<file path="src/rtl/core/spi_pkg.sv">
package spi_pkg;

    // Default coordinate width and quotient fraction bits
    localparam int COORD_WIDTH_DEF = 16;
    localparam int T_FRAC_BITS_DEF = 16;

    // Entries in the queue between front and back (power of two)
    localparam int QUEUE_DEPTH = 4;

endpackage

</file>
<file path="src/rtl/core/spi_queue.sv">
module spi_queue
    import spi_pkg::*;
#(
    parameter int DATA_W = 8,
    parameter int DEPTH  = QUEUE_DEPTH
)
(
    input  logic              clk,
    input  logic              rst_n,
    input  logic              push_valid,
    output logic              push_ready,
    input  logic [DATA_W-1:0] push_data,
    output logic              pop_valid,
    input  logic              pop_ready,
    output logic [DATA_W-1:0] pop_data
);

    localparam int AW = $clog2(DEPTH);

    logic [DATA_W-1:0] mem_reg [DEPTH];
    logic [AW-1:0]     wr_reg;
    logic [AW-1:0]     rd_reg;
    logic [AW:0]       cnt_reg;
    logic              push;
    logic              pop;

    assign push_ready = cnt_reg != (AW+1)'(DEPTH);
    assign pop_valid  = cnt_reg != '0;
    assign push       = push_valid && push_ready;
    assign pop        = pop_valid && pop_ready;
    assign pop_data   = mem_reg[rd_reg];

    // Store the incoming beat
    always_ff @(posedge clk)
    begin
        if (push)
        begin
            mem_reg[wr_reg] <= push_data;
        end
    end

    // Advance pointers and count
    always_ff @(posedge clk or negedge rst_n)
    begin
        if (!rst_n)
        begin
            wr_reg  <= '0;
            rd_reg  <= '0;
            cnt_reg <= '0;
        end
        else
        begin
            if (push)
            begin
                wr_reg <= wr_reg + 1'b1;
            end
            if (pop)
            begin
                rd_reg <= rd_reg + 1'b1;
            end
            if (push && !pop)
            begin
                cnt_reg <= cnt_reg + 1'b1;
            end
            else if (pop && !push)
            begin
                cnt_reg <= cnt_reg - 1'b1;
            end
        end
    end

endmodule

</file>
<file path="config.mk">
export PLATFORM = sky130hd
export DESIGN_NAME = spi_queue
export DESIGN_NICKNAME = d
export VERILOG_FILES = /design/src/rtl/core/spi_pkg.sv /design/src/rtl/core/spi_queue.sv
export SDC_FILE = /design/constraint.sdc
export NUM_CORES = 1
export LEC_CHECK = 0
export ABC_AREA = 0
export BUFFER_PORTS_ARGS = -buffer_cell sky130_fd_sc_hd__buf_2
export CAP_MARGIN = 15
export CORE_UTILIZATION = 40
export DETAILED_ROUTE_END_ITERATION = 16
export GPL_TIMING_DRIVEN = 0
export HOLD_SLACK_MARGIN = 0.15
export SLEW_MARGIN = 15
export SYNTH_ARGS = -nofsm -noshare
export SYNTH_HDL_FRONTEND = slang
export SYNTH_SLANG_ARGS = --single-unit
</file>
<file path="constraint.sdc">
create_clock -name clk -period 5.5 [get_ports clk]
set_input_delay 0.275 -clock clk [delete_from_list [all_inputs] [get_ports clk]]
set_output_delay 0.275 -clock clk [all_outputs]
set_load 0.005 [all_outputs]
</file>
==> results.sh <==
export IMPL_largest_register_ffs=32
export IMPL_synth_top_area_share_pct=60.7
export IMPL_status="finished clean"
export IMPL_insertion_delay_ns=0.29
export IMPL_postCtsSetupRepairBufs=0
export IMPL_ys_seq_elements=39
export IMPL_synth_fa_ha_area_share_pct=5.21
export IMPL_viasPerCell=4.97
export IMPL_dp_cells=146
export IMPL_avgSynthCellArea_sq_um=20.6
export IMPL_port_buffers=21
export IMPL_crit_chain="or3_4 -> nand2_4 -> ha_1 -> inv_1 -> fa_1 -> xor2_1 -> nor2_1 -> xor2_1"
export IMPL_finClkSkew_ns=0.00624
export IMPL_final_common_cell="edfxtp_1"
export IMPL_p_per_area_mw_per_mm2=505
export IMPL_cpMostUsedCell="xor2_1"
export IMPL_synth_warnings=0
export IMPL_muxShareOfSynthArea_pct=13.0
export IMPL_synth_compound_area_share_pct=0.711
export IMPL_grt_met2_usage_pct=20.3
export IMPL_antenna_found_initial=0
export IMPL_wl_per_cell_um=15.2
export IMPL_yosysTopAreaCell="edfxtp_1"
export IMPL_ctsHoldBuffers=1
export IMPL_path_clk_slew_ns=0.08
export IMPL_fmax_mhz=484
export IMPL_fin_crit_sh_pct=37.5
export IMPL_cts_buffers=5
export IMPL_die_w_um=64.9
export IMPL_root_buffer="clkbuf_8"
export IMPL_htreeDepth=2
export IMPL_synth_cell_area_sq_mm=0.00158
export IMPL_finalHoldViolCount=0
export IMPL_area_growth_pct=16.4
export IMPL_p_leak_uw=0.000688
export IMPL_finish_net_count=124
export IMPL_synth_top_family_by_area="multiplexers"
export IMPL_seqPwrFrac_pct=46.9
export IMPL_cpPeakStageDelay_ns=0.46
export IMPL_setup_viol=0
export IMPL_drt_iter0_drc=24
export IMPL_maxSlewHeadroom_pct=68.9
export IMPL_fin_cells=155
export IMPL_dieArea_sq_mm=0.00422
export IMPL_place_gp_congestion=0.684
export IMPL_r2r_start="cnt_reg[0]"
export IMPL_worstSetupEndpointType="flop"
export IMPL_synth_nets=95
export IMPL_hp_start="push_data[7]"
export IMPL_drive_gt1_share_pct=43.0
export IMPL_core_sq_mm=0.00372
export IMPL_crit_required_ns=5.72
export IMPL_use_met1_pct=15.6
export IMPL_ant_nets=0
export IMPL_synth_area_leaders="edfxtp_1 61%, mux4_2 11%, dfrtp_1 11%"
export IMPL_top_usage_layer="met2"
export IMPL_clock_sinks=39
export IMPL_synth_xor_area_share_pct=3.32
export IMPL_power_uw=931
export IMPL_n_antenna_cell=0
export IMPL_r2r_slack_ns=3.44
export IMPL_grt_max_degree=13
export IMPL_fillers=333
export IMPL_holdPathStages=1
export IMPL_clockPowerShare_pct=19.5
export IMPL_via_count=770
export IMPL_slowest_stage="dfrtp_1"
export IMPL_p_int_uw=651
export IMPL_irDropWorstVdd_mv=0.188
export IMPL_cts_repair_resized=0
export IMPL_min_path_type="in2reg"
export IMPL_grt_total_usage_pct=13.2
export IMPL_ff2ff_path_depth=8
export IMPL_final_max_slew_violation_count=0
export IMPL_ys_seq_area_share_pct=71.7
export IMPL_overflow=0
export IMPL_cp_arrival_ns=2.28
export IMPL_dp_hpwl_mm=1.55
export IMPL_drc_errors=0
export IMPL_p_sw_uw=280
export IMPL_cap_violations=0
export IMPL_firstDrtPassIters=4
export IMPL_grt_pass1_vias=760
export IMPL_min_period_ns=2.06
export IMPL_clk_path_buf_depth=2
export IMPL_cts_tree="done"
export IMPL_dieHeight_um=64.9
export IMPL_rsz0062_at_grt="false"
export IMPL_min_to="mem_reg[3][7]"
export IMPL_tightest_slew_ns=0.466
export IMPL_final_cell_mix="32 x edfxtp_1, 21 x buf_2, 8 x mux4_2"
export IMPL_io_pins=22
export IMPL_rr_endpoint="cnt_reg[2]"
export IMPL_grt_pass1_wl_mm=3.72
export IMPL_p_comb_share_pct=33.5
export IMPL_synthCells=77
export IMPL_final_setup_tns_ns=0
export IMPL_start_util_pct=42.6
export IMPL_fp_row_count=22
export IMPL_synth_simple_area_share_pct=4.50
export IMPL_switching_share_pct=30.0
export IMPL_cp_max_fo=4
export IMPL_drt_wl_total_mm=2.36
export IMPL_cp_start_kind="flop"
export IMPL_ys_types=20
export IMPL_path_class="reg2reg"
export IMPL_met3_usage_pct=6.34
[area by class of cell]
class                   count  area [sq um]  share of cell area [%]
multi-input cells          33           424                    23.0
repair buffers             22           115                    6.25
clock inverters             3          15.0                   0.815
flip-flops and latches     39          1140                    61.6
well taps                  48          60.1                    3.26
clock buffers               5          68.8                    3.73
inverters                   3          11.3                   0.611
plain buffers               2          12.5                   0.679
[critical path, delay by kind of cell, from the launching register on]
kind	cells	cell delay, ns
simple gates	3	0.64
flops	1	0.46
fa+ha+maj	2	0.54
xor+xnor	2	0.31
buf+inv	1	0.06
[layer usage]
metal / routed length, um / vias up
met1: 1060 / 397
met5: 0 / -
met4: 49 / 0
met2: 1150 / 16
li1: - / 352
met3: 97 / 5
[stage by stage]
step	worst slack (ns)	area (sq um)	utilization (%)	hold WS, ns
2_1_floorplan	3.55	1580	-	-0.0206
3_3_place_gp	3.46	1750	47.1	0.117
3_5_place_dp	3.45	1750	47.1	0.123
4_1_cts	3.42	1840	49.6	0.189
5_1_grt	3.31	1840	49.6	0.183
6_report	3.44	1840	49.6	0.196
[power by group through the flow]
stage	Clock [uW]	Sequential (uW)	Combinational [uW]
finish	182	437	312
floorplan	0	433	227
detailed placement	0	443	321
CTS	185	438	321
global route	199	445	347
global placement	0	438	313
[cell families (layout without fill, tap and decap cells)]
kind of cell             after synthesis  count (layout)
AND/OR/NAND/NOR                       10              10
XOR/XNOR                               6               6
flip-flops                            39              39
buffers and inverters                  5              35
AO/OA/AOI/OAI                          1               1
multiplexers                          10              10
adder cells (fa/ha/maj)                6               6
[synth_stat cells]
library cell  instances
edfxtp_1             32
mux4_2                8
dfrtp_1               7
ha_1                  5
and2_1                4
xnor2_1               4
inv_1                 3
xor2_1                2
a21boi_2              1
buf_4                 1
clkbuf_2              1
fa_1                  1
mux2_2                1
mux2_4                1
nand2_1               1
nand2_4               1
nand3_2               1
nor2_1                1
nor2_2                1
or3_4                 1
[worst max path at each step]
stage                from         end  cells after the start
4_1_cts        cnt_reg[0]  cnt_reg[2]                      8
2_1_floorplan  cnt_reg[0]  cnt_reg[2]                      8
6_report       cnt_reg[0]  cnt_reg[2]                      8
3_5_place_dp   cnt_reg[0]  cnt_reg[2]                      8
5_1_grt        cnt_reg[0]  cnt_reg[2]                      8
3_3_place_gp   cnt_reg[0]  cnt_reg[2]                      8
(Power assumes the default switching activity.)
