==> config.mk <==
export PLATFORM = sky130hd
export DESIGN_NAME = spi_back
export DESIGN_NICKNAME = d
export VERILOG_FILES = /design/src/rtl/core/spi_pkg.sv /design/src/rtl/core/spi_back.sv
export SDC_FILE = /design/constraint.sdc
export NUM_CORES = 2
export LEC_CHECK = 0
export BUFFER_PORTS_ARGS = -buffer_cell sky130_fd_sc_hd__buf_2
export CAP_MARGIN = 20
export CORE_MARGIN = 3
export CORE_UTILIZATION = 55
export CTS_BUF_LIST = sky130_fd_sc_hd__clkbuf_16
export DETAILED_ROUTE_END_ITERATION = 8
export PLACE_DENSITY = 0.79
export SYNTH_ARGS = -nofsm -noshare
export SYNTH_HDL_FRONTEND = slang
export SYNTH_SLANG_ARGS = --single-unit
==> constraint.sdc <==
create_clock -name clk -period 12.9 [get_ports clk]
set_clock_uncertainty 0.15 [all_clocks]
set_input_delay 2.58 -clock clk [delete_from_list [all_inputs] [get_ports clk]]
set_output_delay 2.58 -clock clk [all_outputs]
set_load 0.01 [all_outputs]
==> src/rtl/core/spi_pkg.sv <==
package spi_pkg;

    // Default coordinate width and quotient fraction bits
    localparam int COORD_WIDTH_DEF = 16;
    localparam int T_FRAC_BITS_DEF = 16;

    // Entries in the queue between front and back (power of two)
    localparam int QUEUE_DEPTH = 4;

endpackage

==> src/rtl/core/spi_back.sv <==
module spi_back
    import spi_pkg::*;
#(
    parameter int W = COORD_WIDTH_DEF,
    parameter int T = T_FRAC_BITS_DEF
)
(
    input  logic                clk,
    input  logic                rst_n,
    input  logic                pop_valid,
    output logic                pop_ready,
    input  logic                pop_hit,
    input  logic [T:0]          pop_tq,
    input  logic [3*(W+1)-1:0]  pop_d,
    input  logic [3*W-1:0]      pop_b,
    output logic                rsp_valid,
    input  logic                rsp_stall,
    output logic                hit,
    output logic [W-1:0]        point_x,
    output logic [W-1:0]        point_y,
    output logic [W-1:0]        point_z
);

    localparam int DW = W + 1;
    localparam int MW = DW + T + 2;
    localparam int SW = W + 2;
    localparam logic signed [SW-1:0] SMAX = SW'((64'd1 << (W - 1)) - 64'd1);
    localparam logic signed [SW-1:0] SMIN = -SMAX - SW'(1);

    logic                bv_reg;
    logic                bh_reg;
    logic signed [MW-1:0] p_reg [3];
    logic signed [W-1:0]  b_reg [3];
    logic                ov_reg;
    logic                oh_reg;
    logic [W-1:0]        pt_reg [3];
    logic                adv;

    assign adv       = !ov_reg || !rsp_stall;
    assign pop_ready = adv;

    always_ff @(posedge clk or negedge rst_n)
    begin
        if (!rst_n)
        begin
            bv_reg <= 1'b0;
            ov_reg <= 1'b0;
        end
        else if (adv)
        begin
            bv_reg <= pop_valid;
            ov_reg <= bv_reg;
        end
    end

    always_ff @(posedge clk)
    begin
        if (adv)
        begin
            bh_reg <= pop_hit;
            oh_reg <= bh_reg;
        end
    end

    genvar i;
    generate
        for (i = 0; i < 3; i++)
        begin : g_axis
            logic signed [DW-1:0] dc;
            logic signed [MW-1:0] q;
            logic signed [SW-1:0] s;
            logic [W-1:0]         sat;

            assign dc = pop_d[i*DW +: DW];

            // Floor the scaled step, add to begin, clamp
            always_comb
            begin
                q = p_reg[i] >>> T;
                s = SW'(b_reg[i]) + SW'(q);
                if (s > SMAX)
                begin
                    sat = W'(SMAX);
                end
                else if (s < SMIN)
                begin
                    sat = W'(SMIN);
                end
                else
                begin
                    sat = W'(s);
                end
            end

            always_ff @(posedge clk)
            begin
                if (adv)
                begin
                    p_reg[i]  <= MW'(dc) * $signed({1'b0, pop_tq});
                    b_reg[i]  <= pop_b[i*W +: W];
                    pt_reg[i] <= bh_reg ? sat : '0;
                end
            end
        end
    endgenerate

    assign rsp_valid = ov_reg;
    assign hit       = oh_reg;
    assign point_x   = pt_reg[0];
    assign point_y   = pt_reg[1];
    assign point_z   = pt_reg[2];

endmodule

==> key figures <==
Worst setup path
  • Worst r2r src: p_reg[0][51]
  • Worst Setup Start Kind: input pin
  • Crit-path cells: buf_2 -> buf_4 -> nand2_1 -> fa_1 -> inv_1 -> fa_1 -> inv_1 -> fa_1 -> inv_1 -> fa_1 -> fa_1 -> inv_1 -> fa_1 -> inv_1 -> ha_1 -> a21o_1 -> a21o_1 -> a21oi_1 -> a21boi_0 -> a2111oi_0 -> nor3_1 -> a31o_2 -> a21oi_1 -> xnor2_1
  • Most used cell, CP: fa_1
  • Crit path depth: 24
  • Worst Setup SP: pop_tq[7]
  • Crit-path max FO: 31
  • Worst path bufs/invs: 7
  • Slowest stage delay, CP: 610 ps
  • Reg2reg path depth: 11
  • R2R setup slack: 8760 ps
  • Critical path class: in2reg
  • Crit path DAT: 9360 ps
  • CP Capture Type: flop
  • Worst reg2reg endpoint: pt_reg[0][26]
  • Crit-path leading delay family: adder cells
  • Max stage delay cell, worst path: a2111oi_0
  • CP required: 12,970 ps

Die
  • Core area: 63,080 µm²
  • Io pins: 172
  • Num rows: 92
  • Die X-Extent: 258.7 µm
  • Die height: 258.7 µm
  • Initial Util: 0.5567
  • Die area: 66,920 µm²

Finish
  • Layout cells sized above 1: 0.06783
  • Design Area, Final: 37,190 µm²
  • Final Instance Count excl. Fillers: 4,567
  • Register area: 4614 µm²
  • Nets@finish: 4,903
  • Largest register FFs: 54
  • # fillers: 5,346
  • Multi-input gate area: 27,080 µm²
  • Area grow syn2layout: 5.896%

Clocking
  • Sink Count: 154
  • # hold bufs at CTS: 0
  • CTS Buf Count: 17
  • Root Buffer: clkbuf_16
  • Skew-Pair Late Insertion Delay: 480 ps
  • CTS tree: yes
  • Clock transition at path regs: 70 ps
  • Cts repair resizes: 0
  • Clk buf depth: 2
  • # Post-CTS Setup Buffers: 0
  • Total number of H-tree levels: 4

Logic synthesis
  • Syn Nets: 4,851
  • Top FF cell, synth: edfxtp_1
  • Most frequent cell after synthesis: inv_1
  • Synth area leader: fa_1
  • Post-synth EDFFs: 152
  • Async SR Flop Fraction: 0.01299
  • Syn. warnings: 0
  • Mapped Cells: 3,650
  • Synth area leaders: fa_1 38%, ha_1 15%, edfxtp_1 13%
  • Post-synthesis sequential area ratio: 0.1314
  • Top cells by count, synth: 752 x inv_1, 672 x fa_1, 444 x nand2_1
  • Mean Syn Cell Area: 9.622 µm²
  • Post-Synthesis Cell Area: 35,120 µm²
  • #FFs+latches synth: 154
  • Synth top area share: 0.3831
  • Library cells used by synthesis: 66

STA
  • Slew @ Worst Pin: 1125 ps
  • Tcrit/Tclk final: 0.7199
  • Final setup fails: 0
  • Slew headroom: 0.2501
  • Unrepaired setup endpoints after global routing: no
  • Final Hold Viols: 0
  • Final Max Slew Viols: 0
  • PnR worst setup slack: 3613 ps
  • Setup_tns: 0 ps
  • F_max: 107.7 MHz
  • Fin crit period: 9287 ps

Min path
  • Hold Path Depth: 1
  • Worst Hold Path EP: rsp_valid
  • Hold Crit Class: reg2reg
  • Hold Path Origin: bv_reg

Global routing
  • GRT Overall Usage: 0.2481
  • Global-route wire length before repair: 132,200 µm
  • Total gr overflow: 0
  • Vias in the first global route: 26.69k
  • Pin count of the biggest net entering global routing: 55
  • Initial antenna violation count: 6

Place
  • Hpwl dp: 62,810 µm
  • Placed cell areas: 36,590 µm²
  • Routability cong.: 0.8677
  • I/O Buffers: 171
  • Dpl cells: 4,529
  • Pre-CTS setup slack: 3153 ps

Detailed routing
  • Via count: 24.90k
  • DRT Pass-1 Iters: 5
  • Final wirelength: 79,110 µm
  • Drt wl/cell: 17.32 µm
  • Iter 0 DRT Violations: 1,724
  • Drt drc: 0
  • Via-to-Cell Ratio: 5.451
  • Antenna-violating nets left: 0

Flow run
  • # Max-Cap Violations: 0

Status
  • Outcome: finished, final reports clean
[metrics by stage]
step,hold WS (ps),utilization
detailed placement,311.4,0.5801
global route,352.4,0.5895
CTS,326.8,0.5893
floorplan,274.4,-
global placement,290.6,0.5801
finish,322.3,0.5896
[final cells by class]
type	count	area share
Multi-Input combinational cell	2584	0.7283
Sequential cell	154	0.1241
Inverter	754	0.07610
Tap cell	846	0.02846
Timing Repair Buffer	191	0.02705
Clock buffer	17	0.01144
Clock inverter	15	0.004172
Antenna cell	6	0.0004037
[cell families after synthesis]
group | share of synthesized area
compound gates | 0.06288
xor+xnor | 0.02843
fa+ha+maj | 0.5284
buf+inv | 0.09776
flops | 0.1314
mux | 0.0003206
simple gates | 0.1508
[per-layer routing]
layer  global-route usage  part of all wire  vias to the layer above
met5                    0           0.00016                        -
met4              0.08487             0.028                        2
met3              0.04075             0.064                      146
met2               0.4201              0.50                      834
met1               0.3254              0.41                    12610
li1                     -                 -                    11310
[worst max-delay path by stage]
stage | endpoint | slack [ps]
floorplan | p_reg[0][62] | 4220
global placement | p_reg[0][27] | 3270
detailed placement | p_reg[0][27] | 3150
CTS | p_reg[0][27] | 3700
global route | p_reg[0][27] | 3300
finish | p_reg[0][27] | 3610
[placed cells by master, fill, tap and decap left out, types with 7 or more instances in the layout]
cell type	synthesis	routed
o211ai_1	11	11
inv_1	752	753
nor2_1	87	87
and2_1	421	421
nand2b_1	33	33
nand4_1	11	11
a31oi_1	10	10
a21oi_1	90	90
nand2_1	444	443
buf_4	0	20
a21o_2	12	12
ha_1	408	408
and3_1	10	10
nand3_1	18	18
clkbuf_16	0	17
xnor2_1	77	77
xor2_1	37	37
a211oi_1	7	7
o21a_1	17	17
edfxtp_1	152	152
nor3_1	16	16
fa_1	672	672
o21ai_0	48	48
a21o_1	63	63
o21bai_1	11	11
buf_2	1	171
Power is left out: the tool's default activity adds up to more than one toggle a clock period on the data nets, which glitch-free logic cannot reach.
